[config.mk]
export PLATFORM = sky130hd
export DESIGN_NAME = note_to_dac_interpolator_core
export DESIGN_NICKNAME = d
export VERILOG_FILES = /design/src/ntdi_pkg.sv /design/src/ntdi_seg.sv /design/src/ntdi_table.sv /design/src/ntdi_interp.sv /design/src/note_to_dac_interpolator_core.sv
export SDC_FILE = /design/constraint.sdc
export NUM_CORES = 1
export LEC_CHECK = 0
export BUFFER_PORTS_ARGS = -buffer_cell sky130_fd_sc_hd__buf_2
export CAP_MARGIN = 15
export CORE_ASPECT_RATIO = 1.4
export CORE_MARGIN = 10
export CORE_UTILIZATION = 55
export CTS_CLUSTER_DIAMETER = 40
export DETAILED_ROUTE_END_ITERATION = 6
export PLACE_DENSITY = 0.73
export SYNTH_ARGS = -nofsm -noshare
export SYNTH_HDL_FRONTEND = slang
export SYNTH_HIERARCHICAL = 1
export SYNTH_SLANG_ARGS = --single-unit
[constraint.sdc]
create_clock -name clk -period 20.8 [get_ports clk]
set_input_delay 3.12 -clock clk [delete_from_list [all_inputs] [get_ports clk]]
set_output_delay 3.12 -clock clk [all_outputs]
set_load 0.01 [all_outputs]
[src/ntdi_pkg.sv]
// Shared types, constants and helpers for the note-to-DAC interpolator.
// No dependencies; every other file imports this package.
package ntdi_pkg;

    localparam int DEFAULT_TABLE_DEPTH = 16;

    localparam logic [15:0] NOTE_OFFSET = 16'(36 << 7);
    localparam logic [12:0] NOTE_SPAN   = 13'(48 << 7);
    localparam logic [15:0] RESET_STEP  = 16'd500;
    localparam logic [7:0]  THIRD_OF_256 = 8'd85;

    // floor(x / 3) by reciprocal multiply
    localparam logic [9:0]  RECIP3_SEG  = 10'd11;   // x < 32, shift 5
    localparam logic [9:0]  RECIP3_REM  = 10'd683;  // x < 2048, shift 11

    typedef enum logic {
        OP_CONVERT = 1'b0,
        OP_WRITE   = 1'b1
    } ntdi_op_t;

    typedef struct packed {
        logic        en;
        logic [3:0]  index;
        logic [15:0] value;
    } ntdi_wr_t;

    // Code read from a table entry that has not been written since reset.
    function automatic logic [15:0] ramp_code(input logic [3:0] idx);
        ramp_code = 16'({12'd0, idx} * RESET_STEP);
    endfunction

endpackage

[src/ntdi_seg.sv]
// Pitch offset, clamp and split into table segment and 16-bit fraction.
// Depends on ntdi_pkg.
module ntdi_seg (
    input  logic        clk,
    input  logic        load,
    input  logic [15:0] note,
    output logic [3:0]  lo_addr,
    output logic [3:0]  hi_addr,
    output logic [15:0] frac_reg
);
    import ntdi_pkg::*;

    logic [15:0] shifted;
    logic [12:0] pitch;
    logic [9:0]  seg_prod;
    logic [3:0]  seg;
    logic [12:0] seg_base;
    logic [9:0]  rem;
    logic [19:0] rem_prod;
    logic [7:0]  third;
    logic [9:0]  third_x3;
    logic [1:0]  leftover;
    logic [15:0] frac_next;

    always_comb
    begin
        shifted = note - NOTE_OFFSET;
        if (shifted[15])
            pitch = '0;
        else if (shifted[14:0] > 15'(NOTE_SPAN))
            pitch = NOTE_SPAN;
        else
            pitch = shifted[12:0];

        // segment = pitch / 768 = (pitch >> 8) / 3
        seg_prod = {5'd0, pitch[12:8]} * RECIP3_SEG;
        seg      = seg_prod[8:5];
        seg_base = {1'b0, seg, 8'd0} + {seg, 9'd0};
        rem      = 10'(pitch - seg_base);

        // floor(rem * 256 / 3) = 256 * (rem / 3) + 85 * (rem % 3)
        rem_prod  = {10'd0, rem} * {10'd0, RECIP3_REM};
        third     = rem_prod[18:11];
        third_x3  = {1'b0, third, 1'b0} + {2'b0, third};
        leftover  = 2'(rem - third_x3);
        frac_next = {third, 8'd0} + 16'({6'd0, leftover} * THIRD_OF_256);
    end

    assign lo_addr = seg;
    assign hi_addr = seg + 4'd1;

    always_ff @(posedge clk)
    begin
        if (load)
            frac_reg <= frac_next;
    end

endmodule

[src/ntdi_table.sv]
// Calibration table: one write port, two registered read ports.
// Unwritten entries read as the reset ramp. Depends on ntdi_pkg.
module ntdi_table #(
    parameter int TABLE_DEPTH = ntdi_pkg::DEFAULT_TABLE_DEPTH
) (
    input  logic             clk,
    input  logic             rst_n,
    input  ntdi_pkg::ntdi_wr_t wr,
    input  logic             rd_en,
    input  logic [3:0]       lo_addr,
    input  logic [3:0]       hi_addr,
    output logic [15:0]      lo_data,
    output logic [15:0]      hi_data
);
    import ntdi_pkg::*;

    localparam int AW = $clog2(TABLE_DEPTH);

    logic [15:0]            mem [TABLE_DEPTH];
    logic [TABLE_DEPTH-1:0] written_reg;
    logic [AW-1:0]          wr_idx;
    logic [AW-1:0]          lo_idx;
    logic [AW-1:0]          hi_idx;
    logic [15:0]            lo_mem_reg;
    logic [15:0]            hi_mem_reg;
    logic                   lo_ok_reg;
    logic                   hi_ok_reg;
    logic [3:0]             lo_addr_reg;
    logic [3:0]             hi_addr_reg;

    assign wr_idx = wr.index[AW-1:0];
    assign lo_idx = lo_addr[AW-1:0];
    assign hi_idx = hi_addr[AW-1:0];

    always_ff @(posedge clk)
    begin
        if (wr.en)
            mem[wr_idx] <= wr.value;
    end

    always_ff @(posedge clk or negedge rst_n)
    begin
        if (!rst_n)
            written_reg <= '0;
        else if (wr.en)
            written_reg[wr_idx] <= 1'b1;
    end

    always_ff @(posedge clk)
    begin
        if (rd_en)
        begin
            lo_mem_reg  <= mem[lo_idx];
            hi_mem_reg  <= mem[hi_idx];
            lo_ok_reg   <= written_reg[lo_idx];
            hi_ok_reg   <= written_reg[hi_idx];
            lo_addr_reg <= lo_addr;
            hi_addr_reg <= hi_addr;
        end
    end

    assign lo_data = lo_ok_reg ? lo_mem_reg : ramp_code(lo_addr_reg);
    assign hi_data = hi_ok_reg ? hi_mem_reg : ramp_code(hi_addr_reg);

endmodule

[src/ntdi_interp.sv]
// Interpolation: multiply stage then add into the result register.
// Depends on ntdi_pkg.
module ntdi_interp (
    input  logic        clk,
    input  logic        rst_n,
    input  logic        in_valid,
    output logic        in_ready,
    input  logic [15:0] lo,
    input  logic [15:0] hi,
    input  logic [15:0] frac,
    output logic        code_valid,
    input  logic        code_stall,
    output logic [15:0] dac_value
);
    import ntdi_pkg::*;

    logic signed [16:0] delta;
    logic signed [33:0] prod;
    logic               mul_valid_reg;
    logic [15:0]        mul_lo_reg;
    logic [15:0]        mul_step_reg;
    logic               out_valid_reg;
    logic [15:0]        out_code_reg;
    logic               out_ready;
    logic               mul_ready;

    // product taken modulo 2^32, upper half kept
    assign delta = $signed({1'b0, hi}) - $signed({1'b0, lo});
    assign prod  = $signed({{17{delta[16]}}, delta}) * $signed({18'd0, frac});

    assign out_ready = !out_valid_reg || !code_stall;
    assign mul_ready = !mul_valid_reg || out_ready;
    assign in_ready  = mul_ready;

    always_ff @(posedge clk or negedge rst_n)
    begin
        if (!rst_n)
        begin
            mul_valid_reg <= 1'b0;
            out_valid_reg <= 1'b0;
        end
        else
        begin
            if (mul_ready)
                mul_valid_reg <= in_valid;
            if (out_ready)
                out_valid_reg <= mul_valid_reg;
        end
    end

    always_ff @(posedge clk)
    begin
        if (mul_ready && in_valid)
        begin
            mul_lo_reg   <= lo;
            mul_step_reg <= prod[31:16];
        end
        if (out_ready && mul_valid_reg)
            out_code_reg <= mul_lo_reg + mul_step_reg;
    end

    assign code_valid = out_valid_reg;
    assign dac_value  = out_code_reg;

endmodule

[src/note_to_dac_interpolator_core.sv]
// Note-to-DAC interpolator: pitch in 1/128 semitones to a DAC code by linear
// interpolation in a writable calibration table. One transfer is taken every clock
// cycle unless cmd_stall is high; a conversion reaches the result register through
// the table read, multiply and add stages behind the input register, and a table write
// takes effect for the next item and yields no result. A held result backs up through
// the stages to cmd_stall in the same cycle; a write in the input register never
// stalls and completes while results are held. Unwritten table entries read as 500
// times their index. Depends on ntdi_pkg, ntdi_seg, ntdi_table and ntdi_interp.
module note_to_dac_interpolator_core #(
    parameter int TABLE_DEPTH = ntdi_pkg::DEFAULT_TABLE_DEPTH
) (
    input  logic        clk,
    input  logic        rst_n,
    input  logic        cmd_valid,
    output logic        cmd_stall,
    input  logic        op,
    input  logic [15:0] note,
    input  logic [3:0]  entry_index,
    input  logic [15:0] entry_value,
    output logic        code_valid,
    input  logic        code_stall,
    output logic [15:0] dac_value
);
    import ntdi_pkg::*;

    logic        in_valid_reg;
    logic        op_reg;
    logic [15:0] note_reg;
    logic [3:0]  index_reg;
    logic [15:0] value_reg;
    logic        rd_valid_reg;
    logic        rd_ready;
    logic        interp_ready;
    logic [3:0]  lo_addr;
    logic [3:0]  hi_addr;
    logic [15:0] frac;
    logic [15:0] lo_data;
    logic [15:0] hi_data;
    ntdi_wr_t    wr;

    assign rd_ready  = !rd_valid_reg || interp_ready;
    assign cmd_stall = in_valid_reg && (op_reg == OP_CONVERT) && !rd_ready;

    always_ff @(posedge clk or negedge rst_n)
    begin
        if (!rst_n)
        begin
            in_valid_reg <= 1'b0;
            rd_valid_reg <= 1'b0;
        end
        else
        begin
            if (!cmd_stall)
                in_valid_reg <= cmd_valid;
            if (rd_ready)
                rd_valid_reg <= in_valid_reg && (op_reg == OP_CONVERT);
        end
    end

    always_ff @(posedge clk)
    begin
        if (cmd_valid && !cmd_stall)
        begin
            op_reg    <= op;
            note_reg  <= note;
            index_reg <= entry_index;
            value_reg <= entry_value;
        end
    end

    always_comb
    begin
        wr.en    = in_valid_reg && (op_reg == OP_WRITE) && (int'(index_reg) < TABLE_DEPTH);
        wr.index = index_reg;
        wr.value = value_reg;
    end

    ntdi_seg u_seg (
        .clk      (clk),
        .load     (rd_ready),
        .note     (note_reg),
        .lo_addr  (lo_addr),
        .hi_addr  (hi_addr),
        .frac_reg (frac)
    );

    ntdi_table #(
        .TABLE_DEPTH (TABLE_DEPTH)
    ) u_table (
        .clk     (clk),
        .rst_n   (rst_n),
        .wr      (wr),
        .rd_en   (rd_ready),
        .lo_addr (lo_addr),
        .hi_addr (hi_addr),
        .lo_data (lo_data),
        .hi_data (hi_data)
    );

    ntdi_interp u_interp (
        .clk        (clk),
        .rst_n      (rst_n),
        .in_valid   (rd_valid_reg),
        .in_ready   (interp_ready),
        .lo         (lo_data),
        .hi         (hi_data),
        .frac       (frac),
        .code_valid (code_valid),
        .code_stall (code_stall),
        .dac_value  (dac_value)
    );

endmodule

==> results of run 1 <==
-- worst max-delay path: cells and delay by family, from the launching register on --
kind	cells	cell delay, ns
adder cells (fa/ha/maj)	11	5.37
AO/OA/AOI/OAI	11	2.57
XOR/XNOR	3	1.15
AND/OR/NAND/NOR	4	0.68
flip-flops	1	0.50
buffers and inverters	6	0.38
-- cell type report --
class	count	area, um2
Fill cell	4315	22900
Multi-Input combinational cell	1495	17600
Sequential cell	413	12300
Inverter	426	1600
Clock buffer	48	1090
Tap cell	742	928
Timing Repair Buffer	102	621
Clock inverter	30	353
-- per-layer routing --
layer / wire [um] / track usage (%) / up-vias
met5: 0 / 0 / -
met4: 3390 / 9.56 / 0
met3: 3300 / 2.26 / 212
met2: 41700 / 42.3 / 641
met1: 25100 / 23.7 / 9907
li1: - / - / 8453
-- placed cells by master (no fill, tap or decap), types with 47 or more instances in the layout --
| cell type | instances |
|---|---|
| nand2_1 | 171 |
| edfxtp_1 | 393 |
| inv_1 | 424 |
| xnor2_1 | 48 |
| nor2_1 | 51 |
| a21oi_1 | 47 |
| buf_2 | 58 |
| mux4_2 | 170 |
| and2_1 | 135 |
| ha_1 | 213 |
| fa_1 | 297 |
-- final timing paths --
check / startpoint / endpoint / slack [ns] / cells after the start
max in group asynchronous: rst_n / in_valid_reg$_DFFE_PN0N_ / 17.94 / 1
min in group asynchronous: rst_n / u_table/written_reg[1]$_DFFE_PN0P_ / 2.49 / 1
min: u_table/written_reg[10]$_DFFE_PN0P_ / u_table/written_reg[10]$_DFFE_PN0P_ / 0.48 / 1
max reg2reg: u_table/lo_addr_reg[2]$_DFFE_PP_ / u_interp/mul_step_reg[12]$_DFFE_PP_ / 9.89 / 35
max: u_table/lo_addr_reg[2]$_DFFE_PP_ / u_interp/mul_step_reg[12]$_DFFE_PP_ / 9.89 / 35
min reg2reg: u_table/written_reg[10]$_DFFE_PN0P_ / u_table/written_reg[10]$_DFFE_PN0P_ / 0.48 / 1
-- through the flow --
stage	cell area, um2	hold slack [ns]	cells	util (%)
3_5_place_dp	33000	0.470	3177	57.6
2_1_floorplan	31800	0.433	2426	-
6_report	34500	0.483	3256	60.1
4_1_cts	34500	0.485	3255	60.1
5_1_grt	34500	0.494	3256	60.1
3_3_place_gp	33000	0.453	3177	57.6
-- kinds of logic after synthesis --
| logic type | Yosys count | synth area share [%] |
|---|---|---|
| AO/OA/AOI/OAI | 197 | 4.19 |
| XOR/XNOR | 91 | 2.72 |
| adder cells (fa/ha/maj) | 511 | 27.1 |
| buffers and inverters | 518 | 6.45 |
| flip-flops | 413 | 38.7 |
| multiplexers | 178 | 12.3 |
| AND/OR/NAND/NOR | 518 | 8.48 |
==> impl_metrics.json, run 1 <==
{
  "ys_seq_area_share_pct": 38.7,
  "worstSkewPairLatency_ns": 0.59,
  "rsz0062_at_grt": "false",
  "yosysMostFrequentCell": "inv_1",
  "crit_required_ns": 21.12,
  "max_stage_delay_ns": 0.91,
  "netlist.area_leader.share_pct": 37.1,
  "gp_congestion": 0.887,
  "synth_edf_count": 393,
  "start_util_pct": 55.4,
  "grt_util_all_layers_pct": 22.0,
  "antenna_found_initial": 0,
  "root_buffer": "clkbuf_16",
  "vias_per_cell": 5.90,
  "ys.flop_type": "edfxtp_1",
  "crit_top_cell": "fa_1",
  "drcViolationCount": 0,
  "vias": 19200,
  "finalSetupViolations": 0,
  "grt_pass1_wl_mm": 118,
  "hold_buffers": 0,
  "tightest_slew_ns": 1.12,
  "finalWirelength_mm": 73.4,
  "syn_inst": 2426,
  "slowest_stage": "xnor2_2",
  "clock_sinks": 413,
  "cts.clk_slew.worst_paths_ns": 0.06,
  "grt_start_max_net_pins": 69,
  "core_um2": 57400,
  "htree_levels": 2,
  "finalCritPeriodShare_pct": 52.4,
  "clock_skew_ns": 0.0515,
  "drv_cap": 0,
  "relSlewSlack_pct": 24.9,
  "ys_top_cells_by_count": "425 x inv_1, 393 x edfxtp_1, 297 x fa_1",
  "first_pass_iters": 6,
  "finalHoldViolCount": 0,
  "dieHeight_um": 304,
  "worstSetupPathType": "flip-flop to flip-flop",
  "cts_resized": 0,
  "cts_buffer_depth": 3,
  "largest_reg_flops": 256,
  "cts_buffers": 43,
  "die-area_um2": 67900,
  "cts_setup_buffers": 0,
  "synth-seq-cells": 413,
  "outcome": "finished clean",
  "period_minus_slack_ns": 10.91,
  "fmax_mhz": 91.7,
  "nets": 3033,
  "port_buffers": 58,
  "boundaryPins": 59,
  "die_w_um": 223,
  "setup_slack_ns": 9.89,
  "cp_data_arrival_time_ns": 11.23,
  "drive_gt1_share_pct": 16.1,
  "cp_max_fo": 16,
  "grt_pass1_vias": 21500,
  "synth_nets": 2978,
  "num_antenna_cells": 0,
  "syn_avg_cell_area_um2": 13.1,
  "netlist_area_um2": 31800,
  "hpwl_mm": 52.9,
  "synth_warnings": 6,
  "cts_tree": "built",
  "fp-row-count": 104,
  "hold_class": "flip-flop to flip-flop",
  "synth_top_area_cell": "edfxtp_1",
  "grt-ovfl-total": 0,
  "cp-end-kind": "flip-flop",
  "top_register": "u_table/mem",
  "wl_per_cell_um": 22.6,
  "synth-async-reset-ratio_pct": 4.84,
  "cp-start-kind": "flip-flop",
  "synth.top_cells.by_area": "edfxtp_1 37%, fa_1 19%, mux4_2 12%",
  "slew_violations": 0,
  "dp_slack_ns": 9.81,
  "yosysUniqueCellTypes": 79,
  "drt-initial-drc-count": 1435,
  "ant_nets": 0,
  "fin_tns_setup_ns": 0,
  "syn2layout_area_growth_pct": 8.54
}
Power of run 1 is left out: the tool's default activity adds up to more than one toggle a clock period on the data nets, which glitch-free logic cannot reach.
==> run 2, diff against run 1 <==
- clock period: 20.8 -> 10.81 ns (I/O delays scaled with it)
==> run 2 against run 1 <==
Net effect:
- routed wire length shrank 0.81%
- die area is the same
- non-clock buffer count grew 3
- largest cell class unchanged
- sequential share of layout area shrank 0.15 points
- register-to-register slack lost 9.4 ns
- clock skew grew 0.0018 ns
- maximum frequency grew 5.7%
- count of clock-buffer cells in the layout grew 4
- final cell count grew 0.28%
==> impl_metrics.json, run 2 (same netlist as run 1, synthesis figures left out) <==
{
  "outcome": "finished clean",
  "crit_required_ns": 11.10,
  "nets": 3038,
  "worstSetupPathType": "flip-flop to flip-flop",
  "grt-ovfl-total": 0,
  "tightest_slew_ns": 1.10,
  "cp-end-kind": "flip-flop",
  "drive_gt1_share_pct": 16.4,
  "period_minus_slack_ns": 10.32,
  "grt_pass1_wl_mm": 117,
  "vias": 19100,
  "cp_max_fo": 13,
  "syn2layout_area_growth_pct": 9.01,
  "fin_cells": 3265,
  "layout_common_cells": "424 x inv_1, 393 x edfxtp_1, 296 x fa_1",
  "largest_reg_flops": 256,
  "critical_path_buf_inv_count": 7,
  "crit_top_cell": "fa_1",
  "htree_levels": 2,
  "cts.clk_slew.worst_paths_ns": 0.07,
  "finalSetupViolations": 0,
  "ant_nets": 0,
  "hpwl_mm": 53.1,
  "num_antenna_cells": 0,
  "clock_sinks": 413,
  "max_stage_delay_ns": 0.67,
  "nFillCells": 4319,
  "die-area_um2": 67900,
  "final_common_cell": "inv_1",
  "drv_cap": 0,
  "drt-initial-drc-count": 1103,
  "crit_family": "adder cells",
  "cp_data_arrival_time_ns": 10.62,
  "die_w_um": 223,
  "top_register": "u_table/mem",
  "cts_buffers": 45,
  "finalCritPeriodShare_pct": 95.5,
  "grt_pass1_vias": 21500,
  "grt_start_max_net_pins": 70,
  "dpl.cell_count": 3180,
  "wl_per_cell_um": 22.3,
  "hold_class": "flip-flop to flip-flop",
  "clock_skew_ns": 0.0532,
  "slew_violations": 0,
  "finalHoldViolCount": 0,
  "root_buffer": "clkbuf_16",
  "boundaryPins": 59,
  "grt_util_all_layers_pct": 22.0,
  "port_buffers": 58,
  "core_um2": 57400,
  "vias_per_cell": 5.85,
  "slowest_stage": "fa_2",
  "drcViolationCount": 0,
  "relSlewSlack_pct": 26.3,
  "dieHeight_um": 304,
  "cts_buffer_depth": 3,
  "cp-start-kind": "flip-flop",
  "fmax_mhz": 96.9,
  "worstSkewPairLatency_ns": 0.60,
  "cts_tree": "built",
  "gp_congestion": 0.898,
  "first_pass_iters": 5,
  "finalWirelength_mm": 72.9,
  "fp-row-count": 104,
  "antenna_found_initial": 0,
  "start_util_pct": 55.4
}
-- run 2: cell count changes in the layout (fill, tap and decap cells not counted), moves of 3 or more --
cell        before  now
clkinvlp_4       1    7
clkinv_2         8    3
buf_4           44   47
xnor2_1         48   51
xnor2_2         10    7
-- run 2: timing repair --
action	CTS	global route
hold buffers	0	0
resized for setup	0	6
setup endpoints to repair	0	5
buffers inserted	0	1
-- run 2: worst reg2reg max path: cells and delay by family (launching register included) --
family / cells / cell delay (ns)
AO/OA/AOI/OAI: 11 / 2.45
XOR/XNOR: 1 / 0.14
adder cells (fa/ha/maj): 11 / 5.11
buffers and inverters: 7 / 0.85
flip-flops: 1 / 0.49
AND/OR/NAND/NOR: 6 / 0.98
-- run 2: worst paths after layout --
| check | depth (start not counted) | endpoint | from | slack [ns] |
|---|---|---|---|---|
| max | 36 | u_interp/mul_step_reg[12]$_DFFE_PP_ | u_table/lo_addr_reg[1]$_DFFE_PP_ | 0.49 |
| min | 1 | u_interp/code_valid$_DFFE_PN0P_ | u_interp/mul_valid_reg$_DFFE_PN0N_ | 0.48 |
| max reg2reg | 36 | u_interp/mul_step_reg[12]$_DFFE_PP_ | u_table/lo_addr_reg[1]$_DFFE_PP_ | 0.49 |
| min reg2reg | 1 | u_interp/code_valid$_DFFE_PN0P_ | u_interp/mul_valid_reg$_DFFE_PN0N_ | 0.48 |
| max in group asynchronous | 1 | u_interp/code_valid$_DFFE_PN0P_ | rst_n | 9.43 |
| min in group asynchronous | 1 | u_table/written_reg[2]$_DFFE_PN0P_ | rst_n | 1.00 |
-- run 2: cell type report --
type / count / area (um2) / share of cell area, %
multi-input combinational: 1495 / 17600 / 50.8
sequential: 413 / 12300 / 35.5
inverter: 426 / 1600 / 4.63
clock buffer: 52 / 1150 / 3.33
tap: 742 / 928 / 2.68
timing repair buffer: 105 / 643 / 1.86
clock inverter: 32 / 424 / 1.22
-- run 2: metrics by stage --
stage          instance area [um2]  hold WS [ns]  setup slack [ns]  setup TNS, ns  util, %
2_1_floorplan                31800         0.433              1.33              0        -
3_3_place_gp                 33000         0.453             0.641              0     57.6
3_5_place_dp                 33000         0.473             0.283              0     57.6
4_1_cts                      34600         0.494             0.206              0     60.3
5_1_grt                      34600         0.510           -0.0115        -0.0115     60.4
6_report                     34600         0.485             0.489              0     60.4
-- run 2: per-layer routing --
metal	GRT usage, %	wire [um]	share of wire [%]
met5	0	0	0
met3	2.60	3110	4.3
met2	42.0	41000	56
met4	11.1	3960	5.4
met1	22.9	24800	34
Power of run 2 is left out for the same reason.
==> run 3, diff against run 2 <==
- CORE_MARGIN: 10 -> 8
==> run 3 against run 2 <==
Net effect:
- critical path depth fell by 2
- global-route usage rose by 1.4 points
- highest routed layer unchanged
- register-to-register slack improved by 0.15 ns
- non-clock buffer count fell by 3
- die area fell by 3.1%
- core utilization fell by 0.37 points
- sequential share of layout area rose by 0.22 points
- count of clock-buffer cells in the layout fell by 4
==> impl_metrics.json, run 3 (same netlist as run 1, synthesis figures left out) <==
{
  "r2r_setup_slack_ns": 0.64,
  "cts_buffer_depth": 3,
  "crit_required_ns": 11.12,
  "grt_start_max_net_pins": 70,
  "drive_gt1_share_pct": 16.0,
  "clock_sinks": 413,
  "clock_skew_ns": 0.0482,
  "period_minus_slack_ns": 10.17,
  "num_antenna_cells": 0,
  "worstSkewPairLatency_ns": 0.59,
  "hold_class": "flip-flop to flip-flop",
  "root_buffer": "clkbuf_16",
  "crit_family": "adder cells",
  "core_um2": 57400,
  "max_stage_delay_ns": 0.68,
  "cp-start-kind": "flip-flop",
  "cp_data_arrival_time_ns": 10.48,
  "vias_per_cell": 5.92,
  "syn2layout_area_growth_pct": 8.34,
  "critical_path_buf_inv_count": 6,
  "tightest_slew_ns": 1.09,
  "gp_congestion": 0.903,
  "finalWirelength_mm": 73.4,
  "drcViolationCount": 0,
  "nets": 3033,
  "hpwl_mm": 52.6,
  "relSlewSlack_pct": 27.1,
  "cts.clk_slew.worst_paths_ns": 0.06,
  "fp-row-count": 104,
  "dieHeight_um": 300,
  "wl_per_cell_um": 22.5,
  "top_register": "u_table/mem",
  "nFillCells": 4361,
  "rsz0062_at_grt": "false",
  "ant_nets": 0,
  "drt-initial-drc-count": 1377,
  "cts_buffers": 43,
  "final_common_cell": "inv_1",
  "cts_tree": "built",
  "worstSetupPathType": "flip-flop to flip-flop",
  "finalSetupViolations": 0,
  "die-area_um2": 65800,
  "die_w_um": 219,
  "start_util_pct": 55.4,
  "slowest_stage": "fa_1",
  "grt_pass1_vias": 21700,
  "crit_top_cell": "fa_1",
  "finalCritPeriodShare_pct": 94.1,
  "outcome": "finished clean",
  "drv_cap": 0,
  "boundaryPins": 59,
  "largest_reg_flops": 256,
  "cp-end-kind": "flip-flop",
  "cp_max_fo": 12,
  "antenna_found_initial": 0,
  "cts_setup_buffers": 0,
  "fmax_mhz": 98.3,
  "grt_pass1_wl_mm": 119,
  "vias": 19300,
  "slew_violations": 0,
  "htree_levels": 2,
  "layout_common_cells": "424 x inv_1, 393 x edfxtp_1, 296 x fa_1",
  "grt-ovfl-total": 0,
  "grt_util_all_layers_pct": 23.4,
  "port_buffers": 58,
  "finalHoldViolCount": 0,
  "fin_tns_setup_ns": 0,
  "first_pass_iters": 5
}
-- run 3: cell count changes in the layout (fill, tap and decap cells not counted), sizes merged --
cell      previous run  this run
clkinvlp             7         5
inv                434       431
buf                105       102
clkinv              11        19
bufinv               6         2
clkbuf              52        48
-- run 3: final timing paths --
path | cells past startpoint | to | start
hold / removal | 1 | u_interp/code_valid$_DFFE_PN0P_ | u_interp/mul_valid_reg$_DFFE_PN0N_
hold reg to reg | 1 | u_interp/code_valid$_DFFE_PN0P_ | u_interp/mul_valid_reg$_DFFE_PN0N_
min in group asynchronous | 1 | u_table/written_reg[12]$_DFFE_PN0P_ | rst_n
setup / recovery | 34 | u_interp/mul_step_reg[12]$_DFFE_PP_ | u_table/lo_addr_reg[2]$_DFFE_PP_
max in group asynchronous | 1 | in_valid_reg$_DFFE_PN0N_ | rst_n
setup reg to reg | 34 | u_interp/mul_step_reg[12]$_DFFE_PP_ | u_table/lo_addr_reg[2]$_DFFE_PP_
-- run 3: area by class of cell --
cell class                      count  area, um2  area share (%)
Inverter                          426       1600            4.66
Timing Repair Buffer              102        621            1.80
Clock buffer                       48       1090            3.18
Sequential cell                   413      12300            35.7
Clock inverter                     31        288           0.836
Multi-Input combinational cell   1495      17600            51.1
Tap cell                          742        928            2.70
-- run 3: repair_timing --
action | 4_1_cts | 5_1_grt
resized for setup | 0 | 6
hold buffers | 0 | 0
setup endpoints to repair | 0 | 6
-- run 3: stage by stage --
| step | hold slack, ns | std cells | instance area, um2 | setup slack [ns] | utilization, % |
|---|---|---|---|---|---|
| floorplan | 0.433 | 2426 | 31800 | 1.33 | - |
| global placement | 0.454 | 3178 | 33000 | 0.634 | 57.5 |
| detailed placement | 0.471 | 3178 | 33000 | 0.404 | 57.5 |
| CTS | 0.489 | 3257 | 34400 | 0.312 | 60.0 |
| global route | 0.496 | 3257 | 34400 | 0.0587 | 60.0 |
| finish | 0.488 | 3257 | 34400 | 0.639 | 60.0 |
-- run 3: metal layers --
metal | vias to the layer above | wire [um] | GRT usage (%)
li1 | 8428 | - | -
met1 | 9993 | 25600 | 25.9
met2 | 628 | 40200 | 43.6
met5 | - | 0 | 0
met3 | 229 | 3370 | 2.56
met4 | 0 | 4280 | 11.7
Power of run 3 is left out for the same reason.
